<file path="config.mk">
export PLATFORM = sky130hd
export DESIGN_NAME = tss_ram
export DESIGN_NICKNAME = d
export VERILOG_FILES = /design/src/hdl/tridiagonal_system_solver_defines.svh /design/src/hdl/tss_ram.sv
export SDC_FILE = /design/constraint.sdc
export NUM_CORES = 2
export LEC_CHECK = 0
export ABC_CLOCK_PERIOD_IN_PS = 11130
export BUFFER_PORTS_ARGS = -buffer_cell sky130_fd_sc_hd__buf_4
export CORE_MARGIN = 1.5
export CORE_UTILIZATION = 60
export DETAILED_ROUTE_END_ITERATION = 10
export PLACE_DENSITY = 0.76
export SLEW_MARGIN = 20
export SYNTH_ARGS = -nofsm -noshare
export SYNTH_HDL_FRONTEND = slang
export SYNTH_SLANG_ARGS = --single-unit
</file>
<file path="constraint.sdc">
create_clock -name clk_i -period 11.13 [get_ports clk_i]
set_input_delay 1.113 -clock clk_i [delete_from_list [all_inputs] [get_ports clk_i]]
set_output_delay 1.113 -clock clk_i [all_outputs]
set_load 0.05 [all_outputs]
</file>
<file path="src/hdl/tridiagonal_system_solver_defines.svh">
// Assertion macros shared by the solver RTL.
`ifndef TRIDIAGONAL_SYSTEM_SOLVER_DEFINES_SVH
`define TRIDIAGONAL_SYSTEM_SOLVER_DEFINES_SVH

`ifndef SYNTHESIS
`define TSS_ASSERT_IMPL(label, clk, rst_n, ante, cons) \
  label: assert property (@(posedge clk) disable iff (!rst_n) (ante) |-> (cons)) \
    else $error("solver check failed");
`define TSS_ASSERT_NEXT(label, clk, rst_n, ante, cons) \
  label: assert property (@(posedge clk) disable iff (!rst_n) (ante) |=> (cons)) \
    else $error("solver check failed");
`else
`define TSS_ASSERT_IMPL(label, clk, rst_n, ante, cons)
`define TSS_ASSERT_NEXT(label, clk, rst_n, ante, cons)
`endif

`endif

</file>
<file path="src/hdl/tss_ram.sv">
module tss_ram #(
  parameter int unsigned WIDTH = 32,
  parameter int unsigned DEPTH = 64
) (
  input  logic                     clk_i,
  input  logic                     we_i,
  input  logic [$clog2(DEPTH)-1:0] waddr_i,
  input  logic [WIDTH-1:0]         wdata_i,
  input  logic                     re_i,
  input  logic [$clog2(DEPTH)-1:0] raddr_i,
  output logic [WIDTH-1:0]         rdata_o
);

  logic [WIDTH-1:0] mem_q [DEPTH];

  always_ff @(posedge clk_i) begin
    if (we_i) begin
      mem_q[waddr_i] <= wdata_i;
    end
    if (re_i) begin
      rdata_o <= mem_q[raddr_i];
    end
  end

endmodule

</file>
==> qor.txt <==
status: completed
Pleak: 27.4 nW
top_reg_cell synth: edfxtp_1
crit-path max FO: 85
relative slew slack: 27.4%
overall power: 16.2 mW
CTS clk-pin slew, worst paths: 60 ps
DIE AREA: 0.134 mm2
GRT Total Usage: 30.9%
share of layout cells above drive strength 1: 28.5%
Hold WC Path Type: in2reg
initial core utilization: 60.7%
CTS tree: done
Core Rows: 132
#FFs+latches synth: 2080
Routed WL: 201 mm
CP max-delay cell: buf_4
io pins: 79
H-tree Lvls: 4
CTS Buf Count: 195
Post-DP HPWL: 104 mm
Clk Latency, worst-skew pair: 870 ps
area grow syn2layout: 12.1%
first-pass GRT wire length: 282 mm
vias in the first global route: 38500
# port buffers: 78
Post-Synthesis Cells: 3324
Clock Root Buffer: clkbuf_16
final-report max-slew violation count: 0
Tmin final: 4410 ps
antenna violations before repair: 11
# DRC: 0
final worst slack: 6720 ps
Die W: 365 um
DR WL/cell: 37.0 um
Syn Area/Cell: 23.7 um2
Hold Vio Cnt, Final: 0
cell with the most instances after synthesis: edfxtp_1
Hold Buf Count CTS: 0
# fillers: 7501
final setup violation count: 0
setup_tns: 0 ps
period utilisation layout: 39.6%
Worst R2R Path Depth: 5
Net Count, Synth: 3371
Cell Chain, Critical Path: buf_8 -> buf_4 -> buf_4 -> mux4_2 -> o22ai_1 -> nor2_1 -> a21oi_1 -> nor2_1
First DRT Iteration DRCs: 5874
Synth top cells by count: 2080 x edfxtp_1, 544 x mux4_2, 137 x nor2_1, 93 x mux2i_1, 84 x o22ai_1
Async SR Flop Fraction: 0%
GPL Wtd Cong: 0.820
design area: 0.0884 mm2
vias per cell: 7.02
maximum vdd ir drop: 0.164 mV
register area share after synthesis: 79.2%
Tightest Pin Transition: 1090 ps
WHS: 789 ps
clk buf depth: 3
vias: 38000
post_cts resized: 0
Yosys top cell by area: edfxtp_1
Clock Sinks: 2080
max incr delay on CP: 910 ps
CP endpoint kind: flop
Final #Nets: 3554
critical path type: in2reg
number of synthesized flops with an enable pin: 2080
Setup Fix Bufs, Post-CTS: 0
Initial DRT Pass Iterations: 6
synthesized cell area: 0.0788 mm2
largest net degree at the start of global routing: 129
Die Ht: 365 um
top post-synthesis cells by area: edfxtp_1 79%, mux4_2 16%, mux2i_1 1.2%
maxcap violations: 0
Remaining Overflow, GRT: 0
unrepaired setup endpoints after global routing: false
dpl cell area: 0.0820 mm2
Pwr Density: 183 mW/mm2
FMAX: 227 MHz
Req. time, crit path: 11660 ps
area of the multi-input gates: 0.0160 mm2
worst clock skew: 71.2 ps
crit path DAT: 4940 ps
synth warn: 0
Yosys cell types: 33
Sequential Area: 0.0625 mm2
ANT nets after route: 0
Synth top area share: 79.2%
WHS Path Cells: 1
Worst setup SP type: input port
Core ar.: 0.130 mm2
Place WS: 6000 ps
[metrics by stage]
stage	util, %	cells
after detailed placement	63.1	5052
after global placement	63.1	5052
after floorplan	-	3324
final	68.0	5419
after CTS	68.0	5417
after global routing	68.0	5417
[sequential cells by signal, summed over array words and instances (netlist names)]
| signal | flops |
|---|---|
| mem_q | 2048 |
| rdata_o | 32 |
[power breakdown]
part           switching [mW]  leakage [nW]  internal, mW
registers              0.0367          18.7          8.69
logic                   0.532          5.56         0.285
clock network            2.89          3.11          3.76
total                    3.46          27.4          12.7
[cell families after synthesis]
kind of cell           count (synthesis)  share of synthesized area, %
buffers and inverters                182                          1.12
AND/OR/NAND/NOR                      223                          1.26
multiplexers                         637                          16.7
flip-flops                          2080                          79.2
AO/OA/AOI/OAI                        202                          1.67
[critical path, delay by kind of cell]
| family | cells | cell delay [ps] |
|---|---|---|
| AND/OR/NAND/NOR | 2 | 230 |
| multiplexers | 1 | 420 |
| buffers and inverters | 3 | 2090 |
| AO/OA/AOI/OAI | 2 | 770 |
[routing by layer]
metal / vias up / track usage [%] / wire length [um]
met2: 2870 / 48.4 / 96300
met3: 473 / 7.41 / 24900
li1: 14700 / - / -
met4: 14 / 13.7 / 9620
met5: - / 0 / 91
met1: 20000 / 41.9 / 69900
[placed cells by master, fill, tap and decap left out, types with 8 or more instances in the layout]
| cell type | Yosys | layout |
|---|---|---|
| nor2b_1 | 15 | 15 |
| nand2_1 | 26 | 26 |
| o221ai_1 | 27 | 27 |
| inv_16 | 0 | 8 |
| a22oi_1 | 12 | 12 |
| nor2_1 | 137 | 75 |
| a311oi_1 | 8 | 8 |
| a21oi_1 | 62 | 62 |
| nor2_4 | 0 | 62 |
| clkinv_2 | 0 | 30 |
| bufinv_16 | 0 | 21 |
| clkbuf_16 | 0 | 196 |
| o22ai_1 | 84 | 84 |
| clkinv_1 | 0 | 52 |
| mux2i_1 | 93 | 93 |
| edfxtp_1 | 2080 | 2080 |
| buf_4 | 25 | 159 |
| clkbuf_1 | 74 | 46 |
| mux4_2 | 544 | 544 |
[final timing paths]
check / startpoint / end / slack (ps)
worst min register to register: mem_q[12][4] / rdata_o[4] / 810
worst max-delay path: raddr_i[2] / rdata_o[24] / 6720
worst max register to register: mem_q[45][11] / rdata_o[11] / 8700
worst min-delay path: wdata_i[18] / mem_q[55][18] / 790
[layout make-up]
type / instances / area share (%)
multi-input combinational: 1062 / 18.1
sequential: 2080 / 70.7
timing repair buffer: 168 / 1.54
clock inverter: 123 / 1.51
tap: 1742 / 2.47
antenna: 2 / 0.00566
clock buffer: 242 / 5.74
Note: power is estimated with default switching activity, not from simulation.
