--- config.mk ---
export PLATFORM = sky130hd
export DESIGN_NAME = tss_div
export DESIGN_NICKNAME = d
export VERILOG_FILES = /design/src/hdl/tridiagonal_system_solver_defines.svh /design/src/hdl/tss_pkg.sv /design/src/hdl/tss_div.sv
export SDC_FILE = /design/constraint.sdc
export NUM_CORES = 1
export LEC_CHECK = 0
export BUFFER_PORTS_ARGS = -buffer_cell sky130_fd_sc_hd__buf_2
export CORE_MARGIN = 4
export CORE_UTILIZATION = 25
export CTS_CLUSTER_SIZE = 40
export DETAILED_ROUTE_END_ITERATION = 10
export GPL_ROUTABILITY_DRIVEN = 0
export PLACE_DENSITY_LB_ADDON = 0.25
export SLEW_MARGIN = 20
export SYNTH_ARGS = -nofsm -noshare
export SYNTH_HDL_FRONTEND = slang
export SYNTH_SLANG_ARGS = --single-unit
--- constraint.sdc ---
create_clock -name clk_i -period 10.01 [get_ports clk_i]
set_input_delay 1.001 -clock clk_i [delete_from_list [all_inputs] [get_ports clk_i]]
set_output_delay 1.001 -clock clk_i [all_outputs]
set_load 0.01 [all_outputs]
--- src/hdl/tridiagonal_system_solver_defines.svh ---
// Assertion macros shared by the solver RTL.
`ifndef TRIDIAGONAL_SYSTEM_SOLVER_DEFINES_SVH
`define TRIDIAGONAL_SYSTEM_SOLVER_DEFINES_SVH

`ifndef SYNTHESIS
`define TSS_ASSERT_IMPL(label, clk, rst_n, ante, cons) \
  label: assert property (@(posedge clk) disable iff (!rst_n) (ante) |-> (cons)) \
    else $error("solver check failed");
`define TSS_ASSERT_NEXT(label, clk, rst_n, ante, cons) \
  label: assert property (@(posedge clk) disable iff (!rst_n) (ante) |=> (cons)) \
    else $error("solver check failed");
`else
`define TSS_ASSERT_IMPL(label, clk, rst_n, ante, cons)
`define TSS_ASSERT_NEXT(label, clk, rst_n, ante, cons)
`endif

`endif

--- src/hdl/tss_pkg.sv ---
package tss_pkg;

  localparam int unsigned FX_W          = 32;
  localparam int unsigned ROW_IDX_W     = 7;
  localparam int unsigned MAX_ROWS_DEF  = 64;
  localparam int unsigned FRAC_BITS_DEF = 16;

  localparam logic signed [FX_W-1:0] FX_MAX = 32'sh7fff_ffff;
  localparam logic signed [FX_W-1:0] FX_MIN = 32'sh8000_0000;

  typedef enum logic [3:0] {
    S_IDLE,
    S_FRD,
    S_FMUL1,
    S_FDIV1S,
    S_FDIV1W,
    S_FMUL2,
    S_FDIV2S,
    S_FDIV2W,
    S_FWR,
    S_BRD,
    S_BMUL,
    S_BDIVS,
    S_BDIVW,
    S_OUT
  } tss_state_e;

  // Saturating subtract on Q-format words.
  function automatic logic signed [FX_W-1:0] sat_sub(logic signed [FX_W-1:0] p,
                                                     logic signed [FX_W-1:0] q);
    logic [FX_W:0] s;
    s = {p[FX_W-1], p} - {q[FX_W-1], q};
    if (s[FX_W] != s[FX_W-1]) begin
      return s[FX_W] ? FX_MIN : FX_MAX;
    end
    return s[FX_W-1:0];
  endfunction

endpackage

--- src/hdl/tss_div.sv ---
// Restoring radix-2 divider: (num * 2^FRAC) / den, truncated toward zero,
// saturated, zero for a zero divisor. One quotient bit per cycle.
module tss_div #(
  parameter int unsigned FRAC = 16
) (
  input  logic                                clk_i,
  input  logic                                rst_ni,
  input  logic                                start_i,
  input  logic signed [tss_pkg::FX_W-1:0]     num_i,
  input  logic signed [tss_pkg::FX_W-1:0]     den_i,
  output logic                                done_o,
  output logic signed [tss_pkg::FX_W-1:0]     quot_o
);

  localparam int unsigned W  = tss_pkg::FX_W;
  localparam int unsigned QW = W + FRAC;
  localparam int unsigned CW = $clog2(QW + 1);

  logic          busy_q, busy_d;
  logic          done_q, done_d;
  logic [CW-1:0] cnt_q, cnt_d;
  logic [W-1:0]  rem_q;
  logic [QW-1:0] quo_q;
  logic [W-1:0]  den_q;
  logic          neg_q, zero_q;
  logic signed [W-1:0] res_q;

  logic [W:0]    rem_sh;
  logic [W-1:0]  rem_nx;
  logic          ge;
  logic [QW-1:0] quo_nx;
  logic [W-1:0]  num_abs, den_abs;
  logic          last_step;
  logic signed [W-1:0] res_nx;

  always_comb begin
    num_abs   = num_i[W-1] ? W'(-num_i) : W'(num_i);
    den_abs   = den_i[W-1] ? W'(-den_i) : W'(den_i);
    // The partial remainder stays below the divisor, so it fits in W bits.
    rem_sh    = {rem_q, quo_q[QW-1]};
    ge        = rem_sh >= {1'b0, den_q};
    rem_nx    = ge ? W'(rem_sh - {1'b0, den_q}) : rem_sh[W-1:0];
    quo_nx    = {quo_q[QW-2:0], ge};
    last_step = busy_q && (cnt_q == CW'(QW - 1));
    if (zero_q) begin
      res_nx = '0;
    end else if (neg_q) begin
      res_nx = (quo_nx > QW'(33'h0_8000_0000)) ? tss_pkg::FX_MIN : W'(-quo_nx);
    end else begin
      res_nx = (quo_nx > QW'(33'h0_7fff_ffff)) ? tss_pkg::FX_MAX : W'(quo_nx);
    end
    busy_d = busy_q;
    cnt_d  = cnt_q;
    done_d = 1'b0;
    if (start_i) begin
      busy_d = 1'b1;
      cnt_d  = '0;
    end else if (busy_q) begin
      cnt_d = cnt_q + CW'(1);
      if (last_step) begin
        busy_d = 1'b0;
        done_d = 1'b1;
      end
    end
  end

  always_ff @(posedge clk_i or negedge rst_ni) begin
    if (!rst_ni) begin
      busy_q <= 1'b0;
      done_q <= 1'b0;
      cnt_q  <= '0;
    end else begin
      busy_q <= busy_d;
      done_q <= done_d;
      cnt_q  <= cnt_d;
    end
  end

  always_ff @(posedge clk_i) begin
    if (start_i) begin
      rem_q  <= '0;
      quo_q  <= {num_abs, FRAC'(0)};
      den_q  <= den_abs;
      neg_q  <= num_i[W-1] ^ den_i[W-1];
      zero_q <= (den_i == '0);
    end else if (busy_q) begin
      rem_q <= rem_nx;
      quo_q <= quo_nx;
      if (last_step) begin
        res_q <= res_nx;
      end
    end
  end

  assign done_o = done_q;
  assign quot_o = res_q;

endmodule

==> results.toml <==
[critical_path]
critPathSlowestCell = "nor3_2"
endpoint = "quot_o[18]"
r2r_start = "den_q[1]"
crit_start = "den_q[1]"
crit_top_cell = "ha_1"
worstRegToRegCells = 17
end_kind = "flop"
regToRegEndpoint = "quot_o[18]"
cpPeakStageDelay_ns = 0.72
worstPathArrival_ns = 7.16
crit_type = "reg -> reg"
r2r_slack_ns = 3.13
cp_cell_sequence = "inv_1 -> ha_1 -> nor2b_1 -> o31a_1 -> o21ai_0 -> a211oi_1 -> nor3_2 -> buf_4 -> ha_1 -> or3b_2 -> nor3_1 -> nand3_1 -> or4_4 -> a21o_1 -> nor2_1 -> a31oi_1 -> a21oi_1"
worst_setup_path_start_kind = "flop"
worst_ep_required_time_ns = 10.29
worstPathMaxFanout = 38

[synth]
syn_avg_cell_area_um2 = 8.72
synthFlopType = "edfxtp_1"
syn-cell-area_mm2 = 0.0101
synth_area_leader_cell = "edfxtp_1"
synth_edf_count = 98
synthTopCellsByCount = "nand2_1, nor2_1, o21ai_0"
synth_most_common_cell = "nand2_1"
syn_inst = 1155
synth_warnings = 0
async_flop_share = 0.0519
ys_types = 69
yosys-top-cells-area = "edfxtp_1, dfxtp_1, nand2_1, xnor2_1, o21ai_0"
synth_top_area_frac = 0.292
synth-seq-cells = 154
syn_nets = 1259
seq_area_frac_synth = 0.407

[power]
ir_drop_mv = 0.101
intPower_mw = 1.49
p_leak_nw = 4.62
swShare = 0.359
combPwrFrac = 0.363
power_density_mw_per_mm2 = 200
p_sw_mw = 0.834
clkPwrFrac = 0.278
pwr-share-seq = 0.359

[timing]
drv_slew = 0
hold_viol_final = 0
final.setup.worst_slack_ns = 3.13
tns_ns = 0
timing.final.crit_share = 0.687
fin_crit_ns = 6.88
slew_headroom = 0.334
rsz0062_at_grt = "no"
setup_viol_count_final = 0
fmax_mhz = 145
tightest_slew_ns = 0.995
clock_skew_ns = 0.00964

[clock_tree]
root_buffer = "clkbuf_16"
h-tree-depth = 4
numCtsBuffers = 17
clk_latency_ns = 0.44
hold_buffers = 0
clk_path_buf_depth = 2
postCtsSetupBuffers = 0
clkSlewWorstSetupHoldPaths_ns = 0.06
ctsResizeCount = 0
cts_tree = "done"
clock_sinks = 154

[grt]
grt-ovfl-total = 0
grt_pass1_vias = 8269
grt_max_degree = 73
antenna_found_initial = 1
grt_pass1_wl_mm = 43.5
grtUsageTotal = 0.119

[route]
vias = 8570
viasPerCell = 4.88
drt-met1-wl_mm = 13.3
post_drt_wl_per_cell_um = 15.0
route.top_layer_used = "met4"
wirelength_mm = 26.3
drtAntennaViolNets = 0
dr.first_iter.drc_count = 541
route.detailed.drc = 0
wl_met3_mm = 1.08
firstDrtPassIters = 5
dr_wl_met2_mm = 11.5

[placed_design]
pre_cts_slack_ns = 3.15
place_hpwl_mm = 18.9
io_buffers = 99
dpl_cell_area_mm2 = 0.0110

[die]
die-area_mm2 = 0.0436
core_mm2 = 0.0398
initial_core_util = 0.253
die_w_um = 209
die_height_um = 209
ios = 100
core.rowCount = 73

[min_path]
hold_path_class = "in -> async"

[finish]
area_growth_pct = 15.6
fin_area_mm2 = 0.0116
diodes = 0
nets = 1322
drive_gt1_frac = 0.134
fin_util = 0.292

[status]
status = "completed"

[job]
maxCapViolations = 0
-- per-layer routing --
layer | global-route usage | vias to the layer above
li1 | - | 4346
met1 | 0.173 | 4014
met2 | 0.183 | 185
met3 | 0.0189 | 25
met4 | 0.0331 | 0
met5 | 0 | -
-- cell families after synthesis --
logic type | share of synthesized area
xor gates and xnor gates | 0.0696
buffers and inverters | 0.0465
DFF | 0.407
muxes | 0.0332
and+or+nand+nor | 0.203
AOI/OAI and AO/OA | 0.194
adders and majority gates | 0.0467
-- worst min-delay path by stage --
stage                   start   endpoint  cells past startpoint
floorplan           rem_q[25]  rem_q[25]                      2
global placement    rem_q[25]  rem_q[25]                      2
detailed placement  rem_q[25]  rem_q[25]                      2
CTS                    rst_ni   cnt_q[4]                      1
global route           rst_ni   cnt_q[4]                      1
finish                 rst_ni     done_o                      1
-- stage by stage --
stage                     total power, mW  cells  hold WS, ns
final                                2.32   1756        0.403
after global routing                 2.50   1756        0.411
after CTS                            2.34   1755        0.391
after detailed placement             1.68   1723        0.490
after global placement               1.68   1723        0.487
after floorplan                      1.48   1155        0.468
-- registers in the layout (all words and copies together) (netlist names) --
name and flops:
quo_q 48, den_q 32, quot_o 32, rem_q 32
cnt_q 6, busy_q 1, done_o 1, neg_q 1
zero_q 1
-- layout by cell type, fill, tap and decap left out, drive strengths merged, types with 12 or more instances in the layout --
master and count:
nand2 148, nor2 109, buf 107, o21ai 101, edfxtp 98, a21oi 66, xnor2 62, inv 56
dfxtp 48, nor3 38, ha 36, mux2i 30, clkbuf 27, nor4 24, a211oi 22, o31ai 21
or3 20, xor2 18, a31oi 17, nand2b 15, a21o 14, nand4 12
-- power by group through the flow --
stage | sequential, mW | combinational [mW] | clock (mW)
after floorplan | 0.820 | 0.658 | 0
after global placement | 0.847 | 0.837 | 0
after detailed placement | 0.846 | 0.838 | 0
after CTS | 0.834 | 0.843 | 0.665
after global routing | 0.844 | 0.963 | 0.691
final | 0.834 | 0.844 | 0.646
-- worst max-delay path: cells and delay by family, from the launching register on --
family                     cells  cell delay, ns
AOI/OAI and AO/OA              6            1.78
adders and majority gates      2            0.54
buffers and inverters          2            0.61
DFF                            1            0.42
and+or+nand+nor                7            3.37
-- final cells by class --
class	count	area [um^2]
tap	525	657
clock inverter	5	27.5
timing repair buffer	107	566
clock buffer	27	567
sequential	154	4110
multi-input combinational	882	5510
inverter	56	210
fill	4286	28200
(Power assumes the default switching activity.)
